**src/rtl/tsmc_pkg.sv**
```systemverilog
// Shared types, constants and the exp2 root table for the sliding mode speed core.
// No dependencies; every other file imports this package.
`default_nettype none
package tsmc_pkg;

   localparam int DATA_WIDTH = 32;
   localparam int CSR_INDEX_WIDTH = 3;
   localparam int DT_INV = 10000;
   localparam int M_INV_DEN = 363;

   // ceil(2^45 / 10000): exact quotient for magnitudes up to 2^31
   localparam logic [31:0] RECIP_DT = 32'hD1B7_1759;
   // ceil(5 * 2^40 / 363): exact scaled quotient for magnitudes up to 2^32
   localparam logic [33:0] RECIP_MINV = 34'h3_86B3_2126;

   // register map
   localparam logic [CSR_INDEX_WIDTH-1:0] CSR_LAMBDA_ONE = 3'd0;
   localparam logic [CSR_INDEX_WIDTH-1:0] CSR_LAMBDA_TWO = 3'd1;
   localparam logic [CSR_INDEX_WIDTH-1:0] CSR_ALPHA_ONE = 3'd2;
   localparam logic [CSR_INDEX_WIDTH-1:0] CSR_ALPHA_TWO = 3'd3;
   localparam logic [CSR_INDEX_WIDTH-1:0] CSR_ALPHA_THREE = 3'd4;
   localparam logic [CSR_INDEX_WIDTH-1:0] CSR_GAIN_LINEAR = 3'd5;
   localparam logic [CSR_INDEX_WIDTH-1:0] CSR_GAIN_POWER = 3'd6;

   typedef enum logic [4:0] {
      OP_NONE, OP_LOAD, OP_PREP, OP_PSETUP, OP_NORM, OP_LOG, OP_MULA, OP_EXP,
      OP_EFIN, OP_GAIN, OP_SUMS, OP_LIN, OP_SUMR, OP_DIVLD_R, OP_DIV, OP_INTEG,
      OP_DIVLD_C, OP_DIVFIN, OP_OUT
   } op_type;

   typedef enum logic [1:0] {
      TERM_DERIV, TERM_ERROR, TERM_SURFACE
   } term_type;

   typedef enum logic {
      DIV_DT, DIV_MINV
   } div_sel_type;

   typedef enum logic [4:0] {
      ST_IDLE, ST_PREP, ST_PSETUP, ST_NORM, ST_LOG, ST_MULA, ST_EXP, ST_EFIN,
      ST_GAIN, ST_SUMS, ST_LIN, ST_SUMR, ST_DIVLD_R, ST_DIV_R, ST_INTEG,
      ST_DIVLD_C, ST_DIV_C, ST_DIVFIN_C, ST_OUT
   } state_type;

   typedef struct packed {
      op_type      op;
      term_type    term;
      logic [5:0]  step;
      div_sel_type div_sel;
   } cmd_type;

   typedef struct packed {
      logic pzero;
   } status_type;

   typedef logic [15:0][31:0] root_tbl_type;

   function automatic logic [63:0] isqrt64(input logic [63:0] v);
      logic [63:0] r;
      logic [63:0] b;
      logic [63:0] rem;
      r = '0;
      b = 64'h4000_0000_0000_0000;
      rem = v;
      for (int i = 0; i < 32; i++) begin
         if (rem >= r + b) begin
            rem = rem - (r + b);
            r = (r >> 1) + b;
         end else begin
            r = r >> 1;
         end
         b = b >> 2;
      end
      return r;
   endfunction

   // 2^(2^-k) in Q2.30 for k = 1..16, by repeated square roots of 2
   function automatic root_tbl_type root_table();
      root_tbl_type tbl;
      logic [63:0] root;
      root = 64'h8000_0000;
      for (int k = 0; k < 16; k++) begin
         root = isqrt64(root << 30);
         tbl[k] = root[31:0];
      end
      return tbl;
   endfunction

   localparam root_tbl_type ROOTS = root_table();

endpackage
`default_nettype wire

```
**src/rtl/tsmc_ctrl.sv**
```systemverilog
// Sequencer: walks one sample through the power, sum and divide steps and
// owns the channel handshakes. Uses tsmc_pkg.
`default_nettype none
module tsmc_ctrl
   import tsmc_pkg::*;
(
   input  wire logic       clock,
   input  wire logic       reset,
   input  wire logic       req_valid,
   output logic            req_ready,
   output logic            rsp_valid,
   input  wire logic       rsp_ready,
   input  wire status_type status,
   output cmd_type         cmd
);

   state_type   state_ff, state_in;
   term_type    term_ff, term_in;
   logic [5:0]  step_ff, step_in;
   logic        rsp_valid_ff, rsp_valid_in;

   always_ff @(posedge clock) begin
      if (reset) begin
         state_ff <= ST_IDLE;
         term_ff <= TERM_DERIV;
         step_ff <= '0;
         rsp_valid_ff <= 1'b0;
      end else begin
         state_ff <= state_in;
         term_ff <= term_in;
         step_ff <= step_in;
         rsp_valid_ff <= rsp_valid_in;
      end
   end

   always_comb begin
      state_in = state_ff;
      term_in = term_ff;
      step_in = step_ff;
      rsp_valid_in = rsp_valid_ff && !rsp_ready;
      req_ready = 1'b0;
      cmd.op = OP_NONE;
      cmd.term = term_ff;
      cmd.step = step_ff;
      cmd.div_sel = DIV_DT;
      case (state_ff)
         ST_IDLE: begin
            req_ready = 1'b1;
            if (req_valid) begin
               cmd.op = OP_LOAD;
               state_in = ST_PREP;
            end
         end
         ST_PREP: begin
            cmd.op = OP_PREP;
            term_in = TERM_DERIV;
            state_in = ST_PSETUP;
         end
         ST_PSETUP: begin
            cmd.op = OP_PSETUP;
            step_in = '0;
            state_in = ST_NORM;
         end
         ST_NORM: begin
            // zero base: power stays zero, skip the iterations
            if (step_ff == 6'd0 && status.pzero) begin
               state_in = ST_GAIN;
            end else begin
               cmd.op = OP_NORM;
               if (step_ff == 6'd4) begin
                  step_in = '0;
                  state_in = ST_LOG;
               end else begin
                  step_in = step_ff + 6'd1;
               end
            end
         end
         ST_LOG: begin
            cmd.op = OP_LOG;
            if (step_ff == 6'd15) begin
               step_in = '0;
               state_in = ST_MULA;
            end else begin
               step_in = step_ff + 6'd1;
            end
         end
         ST_MULA: begin
            cmd.op = OP_MULA;
            step_in = '0;
            state_in = ST_EXP;
         end
         ST_EXP: begin
            cmd.op = OP_EXP;
            if (step_ff == 6'd15) begin
               step_in = '0;
               state_in = ST_EFIN;
            end else begin
               step_in = step_ff + 6'd1;
            end
         end
         ST_EFIN: begin
            cmd.op = OP_EFIN;
            state_in = ST_GAIN;
         end
         ST_GAIN: begin
            cmd.op = OP_GAIN;
            case (term_ff)
               TERM_DERIV: begin
                  term_in = TERM_ERROR;
                  state_in = ST_PSETUP;
               end
               TERM_ERROR: state_in = ST_SUMS;
               default:    state_in = ST_LIN;
            endcase
         end
         ST_SUMS: begin
            cmd.op = OP_SUMS;
            term_in = TERM_SURFACE;
            state_in = ST_PSETUP;
         end
         ST_LIN: begin
            cmd.op = OP_LIN;
            state_in = ST_SUMR;
         end
         ST_SUMR: begin
            cmd.op = OP_SUMR;
            state_in = ST_DIVLD_R;
         end
         ST_DIVLD_R: begin
            cmd.op = OP_DIVLD_R;
            state_in = ST_DIV_R;
         end
         ST_DIV_R: begin
            cmd.op = OP_DIV;
            cmd.div_sel = DIV_DT;
            state_in = ST_INTEG;
         end
         ST_INTEG: begin
            cmd.op = OP_INTEG;
            state_in = ST_DIVLD_C;
         end
         ST_DIVLD_C: begin
            cmd.op = OP_DIVLD_C;
            state_in = ST_DIV_C;
         end
         ST_DIV_C: begin
            cmd.op = OP_DIV;
            cmd.div_sel = DIV_MINV;
            state_in = ST_DIVFIN_C;
         end
         ST_DIVFIN_C: begin
            cmd.op = OP_DIVFIN;
            state_in = ST_OUT;
         end
         ST_OUT: begin
            // hold until the output register is free
            if (!rsp_valid_ff || rsp_ready) begin
               cmd.op = OP_OUT;
               rsp_valid_in = 1'b1;
               state_in = ST_IDLE;
            end
         end
         default: state_in = ST_IDLE;
      endcase
   end

   assign rsp_valid = rsp_valid_ff;

endmodule
`default_nettype wire

```
**config.mk**
```make
export PLATFORM = sky130hd
export DESIGN_NAME = tsmc_ctrl
export DESIGN_NICKNAME = d
export VERILOG_FILES = /design/src/rtl/tsmc_pkg.sv /design/src/rtl/tsmc_ctrl.sv
export SDC_FILE = /design/constraint.sdc
export NUM_CORES = 1
export LEC_CHECK = 0
export ABC_AREA = 1
export BUFFER_PORTS_ARGS = -buffer_cell sky130_fd_sc_hd__buf_2
export CAP_MARGIN = 20
export CORE_ASPECT_RATIO = 1.4
export CORE_UTILIZATION = 49
export CTS_CLUSTER_DIAMETER = 50
export DETAILED_ROUTE_END_ITERATION = 8
export PLACE_DENSITY = 0.74
export SLEW_MARGIN = 20
export SYNTH_ARGS = -nofsm -noshare
export SYNTH_HDL_FRONTEND = slang
export SYNTH_SLANG_ARGS = --single-unit
```
**constraint.sdc**
```tcl
create_clock -name clock -period 1.45 [get_ports clock]
set_input_delay 0.145 -clock clock [delete_from_list [all_inputs] [get_ports clock]]
set_output_delay 0.145 -clock clock [all_outputs]
set_load 0.01 [all_outputs]
```
# == After elaboration in Yosys (flattened, before gate mapping) ==
# Index checks and enable logic that the tools add are counted.
# Widths: inputs -> output; s select.
# word_totals
latchBits,0
mem_bits_rw,0
reg_bits,14
rom_bits,0
mem_count,0
# classes
addsub,1
n_eq_ne,28
shift,0
div_mod_pow,0
bitwise_logic,0
mul,0
order_cmp,0
n_reduce_logical,17
n_mux,22
# op_table
cell,count
$pmux 5 s18,2
$eq 5x4->1 const B,8
$mux 5,7
$eq 5x3->1 const B,4
$mux 6,3
$pmux 6 s3,1
$eq 5x5->1 const B,3
$ne 2x2->1 const B,6
$eq 5x2->1 const B,2
$pmux 4 s2,1
$reduce_or 2->1,4
$add 6x1->6 const B,1
$eq 6x3->1 const B,1
$eq 6x4->1 const B,1
$logic_not 6->1,1
$pmux 2 s3,1
$reduce_bool 3->1,2
$eq 5x1->1 const B,1
$logic_not 5->1,1
$mux 1,5
$reduce_and 5->1,1
$reduce_and 2->1,2
$mux 3,1
$ne 3x3->1 const B,1
other kinds (6),8

# == Logic depth before layout (Yosys ltp) ==
# Gate-level depths: netlist (run 1).
# depth
depth_word,4
depth_mapped,12
depth_no_buf,11

# == Least setup slack after synthesis (run 1) ==
# Ideal clock, no wire load.
# synth_timing
kind,reg-to-reg
from,register step_ff[0]
to,register step_ff[5]
stages_incl_launch_ff,11
path_slack_ns,-0.007
synth_period_minus_slack_ns,1.457
setup_ns,0.119
arrival_time_ns,1.338
cell_sequence,dfxtp_1 -> inv_1 -> ha_1 -> inv_1 -> nor2_1 -> nand3_1 -> nand2_2 -> nand3_2 -> buf_6 -> o21ai_0 -> a21oi_1
# synth_via
elab_chain_cells,4
word_cells_on_any_way,11
# synth_rtl
item,line,rtl
start: declaration,tsmc_ctrl.sv:19,"logic [5:0] step_ff, step_in;"
start signal: assignment,tsmc_ctrl.sv:31,step_ff <= step_in;
"$add 6x1->6, or another cell as far along","tsmc_ctrl.sv:74, tsmc_ctrl.sv:84, tsmc_ctrl.sv:98",
$mux 6 or $logic_and 1x1->1 (tied branches),"tsmc_ctrl.sv:70, tsmc_ctrl.sv:66",
$mux 6 or $ne 2x2->1 (tied branches),-,
$pmux 6 s3 or $reduce_and 2->1 (tied branches),-,
# Parallel ways exist; a longest one is shown, timed or not. The select of a mux whose other input is x is not followed.
# A chain may end at the register's enable or synchronous reset.

==> flow_metrics.tcl, run 1 <==
set metrics [dict create \
    drtIter0Drc 197 \
    grt_pass1_vias 1560 \
    dpl.hpwl_um 2880 \
    violations "setup timing" \
    utilization_pct 94.8 \
    diodes 0 \
    synth_top_area_share_pct 24.5 \
    fp.dieH_um 59.1 \
    crit_type "register to output port" \
    cts_tree "built" \
    critPathLaunchType "register" \
    nets 279 \
    antenna_found_initial 0 \
    cp_data_required_time_ns 1.31 \
    hp-class "primary input to register" \
    maxSlewHeadroom_pct 72.9 \
    cap_viol_max_count 0 \
    synthCells 195 \
    met3_length_um 757 \
    grt_use_total_pct 35.6 \
    fin_crit_sh_pct 124 \
    avgSynthCellArea_um2 5.86 \
    arrival_ns 1.65 \
    ys_warn_count 0 \
    layout_setup_ws_ns -0.344 \
    path_clk_slew_ns 0.11 \
    tightest_slew_ns 0.405 \
    clock.fmax_mhz 557 \
    peakVddDrop_uv 1640 \
    hold_viol_final 0 \
    ctsHoldBuffers 0 \
    wl_um 6420 \
    hold_depth 2 \
    grt_overflow 0 \
    viasPerCell 6.71 \
    gp_congestion 0.972 \
    synth_xor_xnor_area_share_pct 0 \
    critical_path.max_fanout 4 \
    die_area_um2 2530 \
    wl_met2_um 2910 \
    end_kind "output port" \
    insertion_delay_ns 0.32 \
    synth_nets 202 \
    total_power_w 0.00381 \
    slew_violations 0 \
    cts_buffers 3 \
    outcome "complete, but fails checks" \
    cts_htree_levels 1 \
    synth-simple-area-share_pct 50.3 \
    ys_seq_elements 14 \
    final_common_cell "buf_4" \
    timing.hold.ws_ns 0.0870 \
    synthesis.area_um2 1140 \
    top_layer_used "met4" \
    min_period_ns 1.79 \
    port_buffers 20 \
    r2r_cells 9 \
    grt_start_max_net_pins 13 \
    synth_area_leaders "dfxtp_1, nand2_1, nor2_1, inv_1, nand3_1" \
    setup_violations 17 \
    initial_core_util_pct 52.5 \
    cts_root_buf "clkbuf_4" \
    seq_area_frac_synth_pct 24.5 \
    final_cell_mix "buf_4, nand2_1, inv_1" \
    ant_nets 0 \
    skew_ns 0.0115 \
    core_area_um2 2180 \
    wl_met1_um 2060 \
    layout-drive-gt1-share_pct 54.2 \
    synth_compound_area_share_pct 10.4 \
    firstDrtPassIters 5 \
    clockBufferDepth 2 \
    synthMuxAreaShare_pct 0 \
    route.detailed.drc 0 \
    grt_pass1_wl_um 6780 \
    yosysUniqueCellTypes 28 \
    pwr_density_cell_nw_per_um2 1850 \
    ios 21 \
    areaGrowthSynthToFinish_pct 80.7 \
    vias 1965 \
    die_x_um 42.8 \
    cts_num_sinks 14 \
    rsz0062_at_grt "yes" \
    yosysTopAreaCell "dfxtp_1" \
    rows 20 \
    synthAdderAreaFrac_pct 2.19 \
    wire_per_inst_um 21.9 \
    synth_top_family_by_area "simple AND/OR/NAND/NOR gates" \
    p_leak_nw 1.01 \
    fin_tns_setup_ns -3.44 \
]
==> cell usage after synthesis (all sizes together) <==
cell / number
ha: 2
or2: 1
and3: 1
inv: 32
nor2: 36
nand3b: 1
a21oi: 8
o21ai: 6
a21boi: 1
dfxtp: 14
nand4: 9
o2111ai: 2
o22ai: 1
buf: 2
nor3b: 2
o211ai: 1
nand3: 21
nand2: 52
nor3: 1
clkbuf: 1
a31oi: 1
==> per-layer routing <==
layer,vias up,GRT usage (%)
li1,783,-
met1,874,36.3
met5,-,0
met3,80,4.27
met2,228,66.7
met4,0,23.2
==> final timing paths <==
| check | endpoint | start | slack, ns |
|---|---|---|---|
| worst max-delay path | cmd[12] | state_ff[0]$_SDFFE_PP0P_ | -0.34 |
| worst min-delay path | state_ff[4]$_SDFFE_PP0P_ | reset | 0.09 |
| worst max register to register | step_ff[3]$_SDFFE_PP0P_ | state_ff[2]$_SDFFE_PP0P_ | -0.27 |
| worst min register to register | term_ff[0]$_SDFFE_PP0P_ | term_ff[0]$_SDFFE_PP0P_ | 0.61 |
==> cells by family (layout without fill, tap and decap cells) <==
family                   count (synthesis)  in the layout
AO/OA/AOI/OAI                           20             20
buffers and inverters                   35            111
flip-flops                              14             14
adder cells (fa/ha/maj)                  2              2
AND/OR/NAND/NOR                        124            124
==> repair_timing <==
| action | in CTS | in global routing |
|---|---|---|
| resized for setup | 48 | 62 |
| setup buffers | 5 | 16 |
| pin swaps | 7 | 21 |
| setup endpoints to repair | 15 | 17 |
==> critical path, cell delays in order (launching register included) <==
cell,delay [ns]
dfxtp_4,0.44
inv_6,0.06
nand2_8,0.09
inv_6,0.05
buf_6,0.11
nand2_2,0.07
nand4_1,0.12
inv_1,0.12
o2111ai_1,0.11
buf_2,0.16
==> state kept, by name (all words and copies together) (netlist names) <==
name / count
step_ff: 6
term_ff: 2
state_ff: 5
rsp_valid: 1
==> through the flow <==
stage               instances  setup slack [ns]  cell area [µm²]
global placement          268           -0.0607             1500
finish                    293            -0.344             2060
global route              293            -0.407             2060
floorplan                 195            0.0166             1140
CTS                       277            -0.210             1720
detailed placement        268            -0.129             1500
==> layout make-up <==
| cell class | count | area [µm²] |
|---|---|---|
| Fill cell | 65 | 113 |
| Inverter | 32 | 140 |
| Multi-Input combinational cell | 146 | 1000 |
| Timing Repair Buffer | 75 | 563 |
| Tap cell | 22 | 27.5 |
| Clock buffer | 4 | 36.3 |
| Sequential cell | 14 | 297 |
==> power breakdown <==
group / total (W) / internal, W / leakage [nW] / switching [W]
logic: 0.00286 / 0.00117 / 0.872 / 0.00169
registers: 0.000637 / 0.000489 / 0.118 / 0.000148
clock network: 0.000319 / 0.000154 / 0.0210 / 0.000165
Note: power is estimated with default switching activity, not from simulation.
==> run 2: changes to the inputs <==
--- a/config.mk
+++ b/config.mk
@@ -9,10 +9,10 @@
 export BUFFER_PORTS_ARGS = -buffer_cell sky130_fd_sc_hd__buf_2
 export CAP_MARGIN = 20
 export CORE_ASPECT_RATIO = 1.4
-export CORE_UTILIZATION = 49
+export CORE_UTILIZATION = 59
 export CTS_CLUSTER_DIAMETER = 50
 export DETAILED_ROUTE_END_ITERATION = 8
-export PLACE_DENSITY = 0.74
+export PLACE_DENSITY = 0.84
 export SLEW_MARGIN = 20
 export SYNTH_ARGS = -nofsm -noshare
 export SYNTH_HDL_FRONTEND = slang
==> constraint.sdc (replaced) <==
create_clock -name clock -period 2.2 [get_ports clock]
set_input_delay 0.22 -clock clock [delete_from_list [all_inputs] [get_ports clock]]
set_output_delay 0.22 -clock clock [all_outputs]
set_load 0.01 [all_outputs]
==> run 2 against run 1 <==
Net effect: the flow now finishes without violations; sequential share of layout area increased by 7.5 points; clock power decreased by 39%; first-iteration DRC count decreased by 70%; global-route usage decreased by 1.8 points; combinational power decreased by 68%; register-to-register slack improved by 0.70 ns; highest routed layer unchanged.
==> flow_metrics.tcl, run 2 (synthesis results as in run 1) <==
set metrics [dict create \
    cts_root_buf "clkbuf_4" \
    reg.largest.list "step_ff: 6 flops, state_ff: 5 flops, term_ff: 2 flops" \
    die_x_um 39.2 \
    cts_setup_buffers 0 \
    critPathLaunchType "register" \
    grt_use_total_pct 33.8 \
    setup_violations 0 \
    dpl.hpwl_um 2440 \
    cap_viol_max_count 0 \
    layout_setup_ws_ns 0.158 \
    cp_data_required_time_ns 1.98 \
    stdcell_count 236 \
    fin_crit_sh_pct 92.8 \
    utilization_pct 71.0 \
    grt_overflow 0 \
    pwr_density_cell_nw_per_um2 1170 \
    nets 224 \
    skew_ns 0.00984 \
    final_common_cell "nand2_1" \
    cts_resized 0 \
    wl_um 3090 \
    route.detailed.drc 0 \
    grt_pass1_vias 1245 \
    slew_violations 0 \
    dp_cells 232 \
    p_leak_nw 0.679 \
    diodes 0 \
    layout-drive-gt1-share_pct 16.2 \
    cts_num_sinks 14 \
    outcome "finished, final reports clean" \
    crit_type "register to output port" \
    initial_core_util_pct 63.4 \
    r2r_slack_ns 0.43 \
    rows 18 \
    end_kind "output port" \
    timing.hold.ws_ns 0.148 \
    ant_nets 0 \
    top_register "step_ff" \
    final_cell_mix "nand2_1, nor2_1, inv_1" \
    insertion_delay_ns 0.29 \
    grt_start_max_net_pins 15 \
    peakVddDrop_uv 702 \
    grt_pass1_wl_um 4940 \
    ctsHoldBuffers 0 \
    antenna_found_initial 0 \
    wire_per_inst_um 13.1 \
    cts_htree_levels 1 \
    tightest_slew_ns 0.318 \
    firstDrtPassIters 4 \
    core_area_um2 1800 \
    fp.dieH_um 54.1 \
    path_clk_slew_ns 0.10 \
    die_area_um2 2120 \
    rsz0062_at_grt "no" \
    gp_congestion 0.930 \
    cts_tree "built" \
    fin_tns_setup_ns 0 \
    vias 1380 \
    min_period_ns 2.04 \
    clock.fmax_mhz 490 \
    maxSlewHeadroom_pct 78.7 \
    cts_buffers 3 \
    clockBufferDepth 2 \
    port_buffers 20 \
    viasPerCell 5.85 \
    ios 21 \
    areaGrowthSynthToFinish_pct 12.0 \
    largest_register_ffs 6 \
    arrival_ns 1.82 \
    hp-class "primary input to register" \
    hold_viol_final 0 \
    drtIter0Drc 59 \
    critical_path.max_fanout 9 \
    post-place-ws_ns 0.513 \
]
## run 2: cell count changes in the layout (fill, tap and decap cells not counted), sizes merged
cell    previous run  this run
inv               31        32
buf               75        20
clkinv             1         0
## run 2: critical path: stages, from the launching register on
cell,delay (ns)
dfxtp_1,0.41
nor2_4,0.28
nand2_1,0.11
nor2_1,0.28
inv_1,0.07
nand4_1,0.08
inv_1,0.06
o2111ai_1,0.08
buf_2,0.16
## run 2: final cells by class
| cell class | instances | area (µm²) |
|---|---|---|
| fill | 172 | 522 |
| clock buffer | 4 | 36.3 |
| tap | 20 | 25.0 |
| timing repair buffer | 20 | 100 |
| multi-input combinational | 146 | 718 |
| sequential | 14 | 280 |
| inverter | 32 | 120 |
## run 2: routing by layer
layer | GRT usage [%] | wire length [µm] | share of wire (%)
met1 | 28.1 | 1150 | 37
met2 | 61.1 | 1620 | 52
met3 | 10.3 | 176 | 5.7
met4 | 29.3 | 150 | 4.9
met5 | 0 | 0 | 0
## run 2: metrics by stage
step                total power [W]  area [µm²]
floorplan                   0.00108        1140
global placement            0.00125        1240
detailed placement          0.00129        1240
CTS                         0.00148        1280
global route                0.00162        1280
finish                      0.00149        1280
## run 2: power breakdown
part	internal, W	total [W]	switching (W)
sequential	0.000309	0.000388	0.0000790
clock	0.000101	0.000194	0.0000929
combinational	0.000315	0.000913	0.000598
total	0.000725	0.00149	0.000770
## run 2: final timing paths
check                      startpoint                  endpoint  cells after the start
max          state_ff[2]$_SDFFE_PP0P_                   cmd[12]                      8
min                             reset  state_ff[4]$_SDFFE_PP0P_                      2
max reg2reg   step_ff[0]$_SDFFE_PP0P_   step_ff[3]$_SDFFE_PP0P_                     10
min reg2reg   term_ff[1]$_SDFFE_PP0P_   term_ff[1]$_SDFFE_PP0P_                      2
